===== src/rtl/aeske_pkg.sv =====
// ----------------------------------------------------------------------------
// AES-128 key expansion package
// Shared types, constants, the S-box function and the round-key helpers.
// ----------------------------------------------------------------------------
package aeske_pkg;

    localparam int KEY_W     = 128;
    localparam int ROUND_W   = 4;
    localparam logic [ROUND_W-1:0] LAST_ROUND = 4'd10;
    localparam logic [7:0] RCON_FIRST = 8'h01;
    localparam logic [7:0] POLY_LOW   = 8'h1B;
    localparam int QUEUE_DEPTH = 2;
    localparam int QUEUE_AW    = 1;

    typedef logic [KEY_W-1:0] key_t;

    function automatic logic [7:0] sbox(input logic [7:0] a);
        logic [7:0] r;
        case (a)
            8'h00: r=8'h63; 8'h01: r=8'h7C; 8'h02: r=8'h77; 8'h03: r=8'h7B;
            8'h04: r=8'hF2; 8'h05: r=8'h6B; 8'h06: r=8'h6F; 8'h07: r=8'hC5;
            8'h08: r=8'h30; 8'h09: r=8'h01; 8'h0A: r=8'h67; 8'h0B: r=8'h2B;
            8'h0C: r=8'hFE; 8'h0D: r=8'hD7; 8'h0E: r=8'hAB; 8'h0F: r=8'h76;
            8'h10: r=8'hCA; 8'h11: r=8'h82; 8'h12: r=8'hC9; 8'h13: r=8'h7D;
            8'h14: r=8'hFA; 8'h15: r=8'h59; 8'h16: r=8'h47; 8'h17: r=8'hF0;
            8'h18: r=8'hAD; 8'h19: r=8'hD4; 8'h1A: r=8'hA2; 8'h1B: r=8'hAF;
            8'h1C: r=8'h9C; 8'h1D: r=8'hA4; 8'h1E: r=8'h72; 8'h1F: r=8'hC0;
            8'h20: r=8'hB7; 8'h21: r=8'hFD; 8'h22: r=8'h93; 8'h23: r=8'h26;
            8'h24: r=8'h36; 8'h25: r=8'h3F; 8'h26: r=8'hF7; 8'h27: r=8'hCC;
            8'h28: r=8'h34; 8'h29: r=8'hA5; 8'h2A: r=8'hE5; 8'h2B: r=8'hF1;
            8'h2C: r=8'h71; 8'h2D: r=8'hD8; 8'h2E: r=8'h31; 8'h2F: r=8'h15;
            8'h30: r=8'h04; 8'h31: r=8'hC7; 8'h32: r=8'h23; 8'h33: r=8'hC3;
            8'h34: r=8'h18; 8'h35: r=8'h96; 8'h36: r=8'h05; 8'h37: r=8'h9A;
            8'h38: r=8'h07; 8'h39: r=8'h12; 8'h3A: r=8'h80; 8'h3B: r=8'hE2;
            8'h3C: r=8'hEB; 8'h3D: r=8'h27; 8'h3E: r=8'hB2; 8'h3F: r=8'h75;
            8'h40: r=8'h09; 8'h41: r=8'h83; 8'h42: r=8'h2C; 8'h43: r=8'h1A;
            8'h44: r=8'h1B; 8'h45: r=8'h6E; 8'h46: r=8'h5A; 8'h47: r=8'hA0;
            8'h48: r=8'h52; 8'h49: r=8'h3B; 8'h4A: r=8'hD6; 8'h4B: r=8'hB3;
            8'h4C: r=8'h29; 8'h4D: r=8'hE3; 8'h4E: r=8'h2F; 8'h4F: r=8'h84;
            8'h50: r=8'h53; 8'h51: r=8'hD1; 8'h52: r=8'h00; 8'h53: r=8'hED;
            8'h54: r=8'h20; 8'h55: r=8'hFC; 8'h56: r=8'hB1; 8'h57: r=8'h5B;
            8'h58: r=8'h6A; 8'h59: r=8'hCB; 8'h5A: r=8'hBE; 8'h5B: r=8'h39;
            8'h5C: r=8'h4A; 8'h5D: r=8'h4C; 8'h5E: r=8'h58; 8'h5F: r=8'hCF;
            8'h60: r=8'hD0; 8'h61: r=8'hEF; 8'h62: r=8'hAA; 8'h63: r=8'hFB;
            8'h64: r=8'h43; 8'h65: r=8'h4D; 8'h66: r=8'h33; 8'h67: r=8'h85;
            8'h68: r=8'h45; 8'h69: r=8'hF9; 8'h6A: r=8'h02; 8'h6B: r=8'h7F;
            8'h6C: r=8'h50; 8'h6D: r=8'h3C; 8'h6E: r=8'h9F; 8'h6F: r=8'hA8;
            8'h70: r=8'h51; 8'h71: r=8'hA3; 8'h72: r=8'h40; 8'h73: r=8'h8F;
            8'h74: r=8'h92; 8'h75: r=8'h9D; 8'h76: r=8'h38; 8'h77: r=8'hF5;
            8'h78: r=8'hBC; 8'h79: r=8'hB6; 8'h7A: r=8'hDA; 8'h7B: r=8'h21;
            8'h7C: r=8'h10; 8'h7D: r=8'hFF; 8'h7E: r=8'hF3; 8'h7F: r=8'hD2;
            8'h80: r=8'hCD; 8'h81: r=8'h0C; 8'h82: r=8'h13; 8'h83: r=8'hEC;
            8'h84: r=8'h5F; 8'h85: r=8'h97; 8'h86: r=8'h44; 8'h87: r=8'h17;
            8'h88: r=8'hC4; 8'h89: r=8'hA7; 8'h8A: r=8'h7E; 8'h8B: r=8'h3D;
            8'h8C: r=8'h64; 8'h8D: r=8'h5D; 8'h8E: r=8'h19; 8'h8F: r=8'h73;
            8'h90: r=8'h60; 8'h91: r=8'h81; 8'h92: r=8'h4F; 8'h93: r=8'hDC;
            8'h94: r=8'h22; 8'h95: r=8'h2A; 8'h96: r=8'h90; 8'h97: r=8'h88;
            8'h98: r=8'h46; 8'h99: r=8'hEE; 8'h9A: r=8'hB8; 8'h9B: r=8'h14;
            8'h9C: r=8'hDE; 8'h9D: r=8'h5E; 8'h9E: r=8'h0B; 8'h9F: r=8'hDB;
            8'hA0: r=8'hE0; 8'hA1: r=8'h32; 8'hA2: r=8'h3A; 8'hA3: r=8'h0A;
            8'hA4: r=8'h49; 8'hA5: r=8'h06; 8'hA6: r=8'h24; 8'hA7: r=8'h5C;
            8'hA8: r=8'hC2; 8'hA9: r=8'hD3; 8'hAA: r=8'hAC; 8'hAB: r=8'h62;
            8'hAC: r=8'h91; 8'hAD: r=8'h95; 8'hAE: r=8'hE4; 8'hAF: r=8'h79;
            8'hB0: r=8'hE7; 8'hB1: r=8'hC8; 8'hB2: r=8'h37; 8'hB3: r=8'h6D;
            8'hB4: r=8'h8D; 8'hB5: r=8'hD5; 8'hB6: r=8'h4E; 8'hB7: r=8'hA9;
            8'hB8: r=8'h6C; 8'hB9: r=8'h56; 8'hBA: r=8'hF4; 8'hBB: r=8'hEA;
            8'hBC: r=8'h65; 8'hBD: r=8'h7A; 8'hBE: r=8'hAE; 8'hBF: r=8'h08;
            8'hC0: r=8'hBA; 8'hC1: r=8'h78; 8'hC2: r=8'h25; 8'hC3: r=8'h2E;
            8'hC4: r=8'h1C; 8'hC5: r=8'hA6; 8'hC6: r=8'hB4; 8'hC7: r=8'hC6;
            8'hC8: r=8'hE8; 8'hC9: r=8'hDD; 8'hCA: r=8'h74; 8'hCB: r=8'h1F;
            8'hCC: r=8'h4B; 8'hCD: r=8'hBD; 8'hCE: r=8'h8B; 8'hCF: r=8'h8A;
            8'hD0: r=8'h70; 8'hD1: r=8'h3E; 8'hD2: r=8'hB5; 8'hD3: r=8'h66;
            8'hD4: r=8'h48; 8'hD5: r=8'h03; 8'hD6: r=8'hF6; 8'hD7: r=8'h0E;
            8'hD8: r=8'h61; 8'hD9: r=8'h35; 8'hDA: r=8'h57; 8'hDB: r=8'hB9;
            8'hDC: r=8'h86; 8'hDD: r=8'hC1; 8'hDE: r=8'h1D; 8'hDF: r=8'h9E;
            8'hE0: r=8'hE1; 8'hE1: r=8'hF8; 8'hE2: r=8'h98; 8'hE3: r=8'h11;
            8'hE4: r=8'h69; 8'hE5: r=8'hD9; 8'hE6: r=8'h8E; 8'hE7: r=8'h94;
            8'hE8: r=8'h9B; 8'hE9: r=8'h1E; 8'hEA: r=8'h87; 8'hEB: r=8'hE9;
            8'hEC: r=8'hCE; 8'hED: r=8'h55; 8'hEE: r=8'h28; 8'hEF: r=8'hDF;
            8'hF0: r=8'h8C; 8'hF1: r=8'hA1; 8'hF2: r=8'h89; 8'hF3: r=8'h0D;
            8'hF4: r=8'hBF; 8'hF5: r=8'hE6; 8'hF6: r=8'h42; 8'hF7: r=8'h68;
            8'hF8: r=8'h41; 8'hF9: r=8'h99; 8'hFA: r=8'h2D; 8'hFB: r=8'h0F;
            8'hFC: r=8'hB0; 8'hFD: r=8'h54; 8'hFE: r=8'hBB; 8'hFF: r=8'h16;
            default: r = 8'h00;
        endcase
        return r;
    endfunction

    function automatic logic [7:0] gf_double(input logic [7:0] v);
        return {v[6:0], 1'b0} ^ (v[7] ? POLY_LOW : 8'h00);
    endfunction

    function automatic key_t next_round_key(input key_t k, input logic [7:0] rc);
        logic [31:0] w0, w1, w2, w3, rw, g;
        w0 = k[127:96];
        w1 = k[95:64];
        w2 = k[63:32];
        w3 = k[31:0];
        rw = {w3[23:0], w3[31:24]};
        g  = {sbox(rw[31:24]) ^ rc, sbox(rw[23:16]), sbox(rw[15:8]), sbox(rw[7:0])};
        w0 = w0 ^ g;
        w1 = w1 ^ w0;
        w2 = w2 ^ w1;
        w3 = w3 ^ w2;
        return {w0, w1, w2, w3};
    endfunction

endpackage


===== src/rtl/aeske_key_queue.sv =====
// ----------------------------------------------------------------------------
// Key queue
// Two-entry queue that takes cipher keys and holds them for the round unit.
// ----------------------------------------------------------------------------
module aeske_key_queue
(
    input  logic              clk,
    input  logic              rst_n,
    input  logic              in_valid,
    output logic              in_ready,
    input  aeske_pkg::key_t   in_key,
    output logic              out_valid,
    input  logic              out_ready,
    output aeske_pkg::key_t   out_key
);
    import aeske_pkg::*;

    key_t              mem_reg [QUEUE_DEPTH];
    logic [QUEUE_AW-1:0] wr_ptr_reg, rd_ptr_reg;
    logic [QUEUE_AW:0]   count_reg;
    logic                push, pop;

    assign in_ready  = (count_reg != QUEUE_AW'(0) + (QUEUE_AW+1)'(QUEUE_DEPTH));
    assign out_valid = (count_reg != '0);
    assign out_key   = mem_reg[rd_ptr_reg];
    assign push      = in_valid && in_ready;
    assign pop       = out_valid && out_ready;

    always_ff @(posedge clk)
    begin
        if (push)
        begin
            mem_reg[wr_ptr_reg] <= in_key;
        end
    end

    always_ff @(posedge clk or negedge rst_n)
    begin
        if (!rst_n)
        begin
            wr_ptr_reg <= '0;
            rd_ptr_reg <= '0;
            count_reg  <= '0;
        end
        else
        begin
            if (push)
            begin
                wr_ptr_reg <= wr_ptr_reg + 1'b1;
            end
            if (pop)
            begin
                rd_ptr_reg <= rd_ptr_reg + 1'b1;
            end
            count_reg <= count_reg + (QUEUE_AW+1)'(push) - (QUEUE_AW+1)'(pop);
        end
    end

    assert property (@(posedge clk) disable iff (!rst_n)
        count_reg <= (QUEUE_AW+1)'(QUEUE_DEPTH))
        else $error("key queue count overflow");
    assert property (@(posedge clk) disable iff (!rst_n)
        (push && !pop) |=> (count_reg == $past(count_reg) + 1'b1))
        else $error("key queue push not counted");
    assert property (@(posedge clk) disable iff (!rst_n)
        (pop && !push) |=> (count_reg == $past(count_reg) - 1'b1))
        else $error("key queue pop not counted");

endmodule


===== config.mk =====
export PLATFORM = sky130hd
export DESIGN_NAME = aeske_key_queue
export DESIGN_NICKNAME = d
export VERILOG_FILES = /design/src/rtl/aeske_pkg.sv /design/src/rtl/aeske_key_queue.sv
export SDC_FILE = /design/constraint.sdc
export NUM_CORES = 1
export LEC_CHECK = 0
export ABC_CLOCK_PERIOD_IN_PS = 8850
export BUFFER_PORTS_ARGS = -buffer_cell sky130_fd_sc_hd__buf_2
export CORE_ASPECT_RATIO = 1.4
export CORE_MARGIN = 2
export CORE_UTILIZATION = 54
export CTS_BUF_LIST = sky130_fd_sc_hd__clkbuf_8
export DETAILED_ROUTE_END_ITERATION = 10
export PLACE_DENSITY = 0.82
export SLEW_MARGIN = 15
export SYNTH_ARGS = -nofsm -noshare
export SYNTH_HDL_FRONTEND = slang
export SYNTH_SLANG_ARGS = --single-unit
export TNS_END_PERCENT = 100

===== constraint.sdc =====
create_clock -name clk -period 8.85 [get_ports clk]
set_input_delay 0.885 -clock clk [delete_from_list [all_inputs] [get_ports clk]]
set_output_delay 0.885 -clock clk [all_outputs]
set_load 0.01 [all_outputs]

* After elaboration in Yosys (flattened, before gate mapping) *
Memories as Yosys holds them, arrays and structs flattened.
Cells that the tools add are included.

storage, ports and cells
  flip-flop bits (word level) = 4
  RAM bits = 256
  input bits = 132
  word-level logic and storage cells = 14
  memories kept = 1

memories
  memory   depth  width  rd ports  clocked after Yosys merged registers in  wr ports  line                   text
  mem_reg  2      128    1         0                                        1         aeske_key_queue.sv:18  key_t mem_reg [QUEUE_DEPTH];

operators by class
  $add $sub $neg = 4
  eq/ne operators = 1
  multiplexer cells = 2
  reductions and logical operators = 3

operators by type and width
  kind                                         number
  1-bit adder, second input constant           2
  2-bit by 1-bit adder with 2-bit output       1
  1-bit logical AND                            2
  1-bit two-way mux                            2
  2-bit != test, second input constant         1
  2-bit nonzero test                           1
  2-bit by 1-bit subtractor with 2-bit output  1

* Logic depth before layout (Yosys ltp) *
  word-level depth = 4
  gate-level depth with buffers = 5

* Worst setup path after synthesis *
Ideal clock, no wire load.

  kind = input -> register
  start = input port in_valid
  end = memory mem_reg[0][0] (netlist name), enable pin
  setup time = 0.616 ns
  arrival = 6.279 ns
  required time = 8.234 ns
  path slack = 1.954 ns
  stages = 2
  path buffers = 0
  path through = nand2_1 -> nor2_1

on the way
  word-level cells in the longest chain between the ends = 3

RTL lines
  item                                     line                   text
  start, declared                          aeske_key_queue.sv:9   input logic in_valid,
  1-bit logical AND                        aeske_key_queue.sv:26  assign push = in_valid && in_ready;
  1-bit two-way mux                        aeske_key_queue.sv:31  if (push)
  1-bit two-way mux (not written as such)  aeske_key_queue.sv:33  mem_reg[wr_ptr_reg] <= in_key;
  end, declared                            aeske_key_queue.sv:18

No other way between the ends.

* Final worst setup path *
  start = register rd_ptr_reg
  end = output port out_key[124]

on the way
  word-level cells in the longest chain between the ends = 1

RTL lines
  item                    line                   text
  start, declared         aeske_key_queue.sv:19  logic [QUEUE_AW-1:0] wr_ptr_reg, rd_ptr_reg;
  start signal, assigned  aeske_key_queue.sv:53  rd_ptr_reg <= rd_ptr_reg + 1'b1;
  memory 2 x 128 bit      n/a
  end, declared           aeske_key_queue.sv:14  output aeske_pkg::key_t out_key

No other way between the ends.

==> flow_summary.ini <==
[route]
via_per_inst = 5.03
drtIter0Drc = 276
drtAntennaViolNets = 0
wl_per_cell_um = 18.4
drt-total-wl_mm = 18.0
first_pass_iters = 4
vias = 4911
drc = 0

[worst_setup_path]
end_kind = output pin
critPathMaxFanout = 67
cp-start-kind = register
worstPathRequired_ns = 7.97
criticalPathCategory = register to output pin
cp.arrival_ns = 2.94

[floorplan]
pin_count = 262
initial_utilization = 0.548
rows = 57
chipWidth_um = 116
core_um2 = 17300
die_h_um = 161
die_area_um2 = 18700

[sta]
maxSlewViolCount = 0
slew_headroom = 0.351
grt_setup_unrepaired = false
finalSetupTns_ns = 0
fmax_mhz = 262
post-route-min-period_ns = 3.82
hold_violations = 0
period_share = 0.432
setup_viol = 0
skew_ns = 0.00979
worst_pin_slew_ns = 0.973
holdWs_ns = 0.185

[power]
pwr-share-seq = 0.491
power.leakage_nw = 4.41
combPwrFrac = 0.288
report.power.total_mw = 3.68
power.switching_mw = 1.10
p_int_mw = 2.59
ir_drop_mv = 0.333
sw_frac_of_total = 0.297
p_clk_frac = 0.221
power_density_nw_per_um2 = 316

[clocking]
cts_tree = yes
post_cts_buffers = 0
cts_resized = 0
clock_sinks = 260
clk-insertion-delay-late_ns = 0.50
cts_buffer_depth = 3
htree_levels = 2
cts_root_buf = clkbuf_8
numCtsBuffers = 37
clkSlewWorstSetupHoldPaths_ns = 0.06
ctsHoldBuffers = 0

[logic_synthesis]
netlist.area_leader.share = 0.809
ys_seq_elements = 260
synth_seq_area_share = 0.820
synthArstFlopShare = 0.0154
synth_common_cells = 256 x edfxtp_1, 128 x mux2_2, 13 x buf_6
synthTopCellsByArea = edfxtp_1 81%, mux2_2 15%, buf_6 1.5%, dfrtp_1 1.1%, xnor2_1 0.28%
yosys.area.top_type = edfxtp_1
synth-edff-count = 256
synth_most_common_cell = edfxtp_1
postSynthNetCount = 553
synth_ff_type = edfxtp_1
ys_types = 18
netlist_instances = 420
syn_avg_cell_area_um2 = 22.6
synth_warnings = 0
synth_area_um2 = 9500

[grt]
grt_pass1_vias = 5371
overflow = 0
grt_usage = 0.187
antenna_found_initial = 5
grt_max_degree = 74
grt_pass1_wl_mm = 26.6

[flow_run]
maxCapViolCount = 0

[cells_and_area]
utilization = 0.672
design_area_um2 = 11600
syn_to_final_growth_pct = 22.6
largest_reg_flops = 256
drive_gt1_frac = 0.600
num-nets-final = 843

[place]
place_congestion = 0.815
io_buffers = 261
dpl-instance-area_um2 = 11000
place.detailed.hpwl_mm = 12.0

[worst_hold_path]
holdCritPathClass = input pin to asynchronous set/reset pin

[outcome]
status = finished clean
## placed cells by master (no fill, tap or decap), types with 2 or more instances in the layout
cell	count
clkbuf_8	39
xnor2_1	3
mux2_2	128
inv_1	15
buf_2	261
clkinv_1	6
nor2_1	2
clkinv_2	3
edfxtp_1	256
diode_2	5
buf_4	4
dfrtp_1	3
nand2_1	2
## critical path: stages, from the launching register on
cell and delay (ns):
dfrtp_4 0.96, buf_4 0.79, mux2_2 0.42, buf_2 0.15
## cells by family (layout without fill, tap and decap cells)
family / after synthesis / after routing / synth area share
AOI/OAI and AO/OA: 4 / 4 / 0.00329
muxes: 128 / 128 / 0.152
DFF: 260 / 260 / 0.820
xor gates and xnor gates: 3 / 3 / 0.00277
other: 0 / 5 / 0
and+or+nand+nor: 10 / 10 / 0.00514
buffers and inverters: 14 / 329 / 0.0159
adders and majority gates: 1 / 1 / 0.00132
## cell type report
| type | instances | area (um^2) |
|---|---|---|
| Clock buffer | 39 | 537 |
| Clock inverter | 25 | 101 |
| Multi-Input combinational cell | 146 | 1570 |
| Timing Repair Buffer | 265 | 1340 |
| Fill cell | 1169 | 5680 |
| Sequential cell | 260 | 7790 |
| Antenna cell | 5 | 12.5 |
| Tap cell | 236 | 295 |
## per-layer routing
layer  vias up  GRT usage  wire, um
li1       2264          -         -
met1      2393      0.192      6090
met2       198      0.328      9700
met3        56     0.0558      1280
met4         0      0.111       897
met5         -          0         0
## final timing paths
path,cells after the start,end,slack [ns],from
worst max-delay path,3,out_key[124],5.03,rd_ptr_reg
worst min-delay path,1,count_reg[1],0.19,rst_n
worst max register to register,3,mem_reg[1][117],6.17,count_reg[0]
worst min register to register,1,wr_ptr_reg,0.57,wr_ptr_reg
max in group asynchronous,1,rd_ptr_reg,8.52,rst_n
min in group clk,1,wr_ptr_reg,0.57,wr_ptr_reg
## power by group through the flow
stage          Combinational [mW]  Sequential, mW  Clock (mW)
2_1_floorplan               0.763            1.80           0
3_3_place_gp                 1.05            1.82           0
3_5_place_dp                 1.07            1.84           0
4_1_cts                      1.08            1.81       0.837
5_1_grt                      1.14            1.84       0.888
6_report                     1.06            1.81       0.813
## stage by stage
stage / std cells / setup slack (ns)
3_5_place_dp: 907 / 5.54
5_1_grt: 975 / 4.86
2_1_floorplan: 420 / 1.95
6_report: 976 / 5.03
3_3_place_gp: 907 / 5.60
4_1_cts: 971 / 4.99
Power figures use the tool's default switching activity.
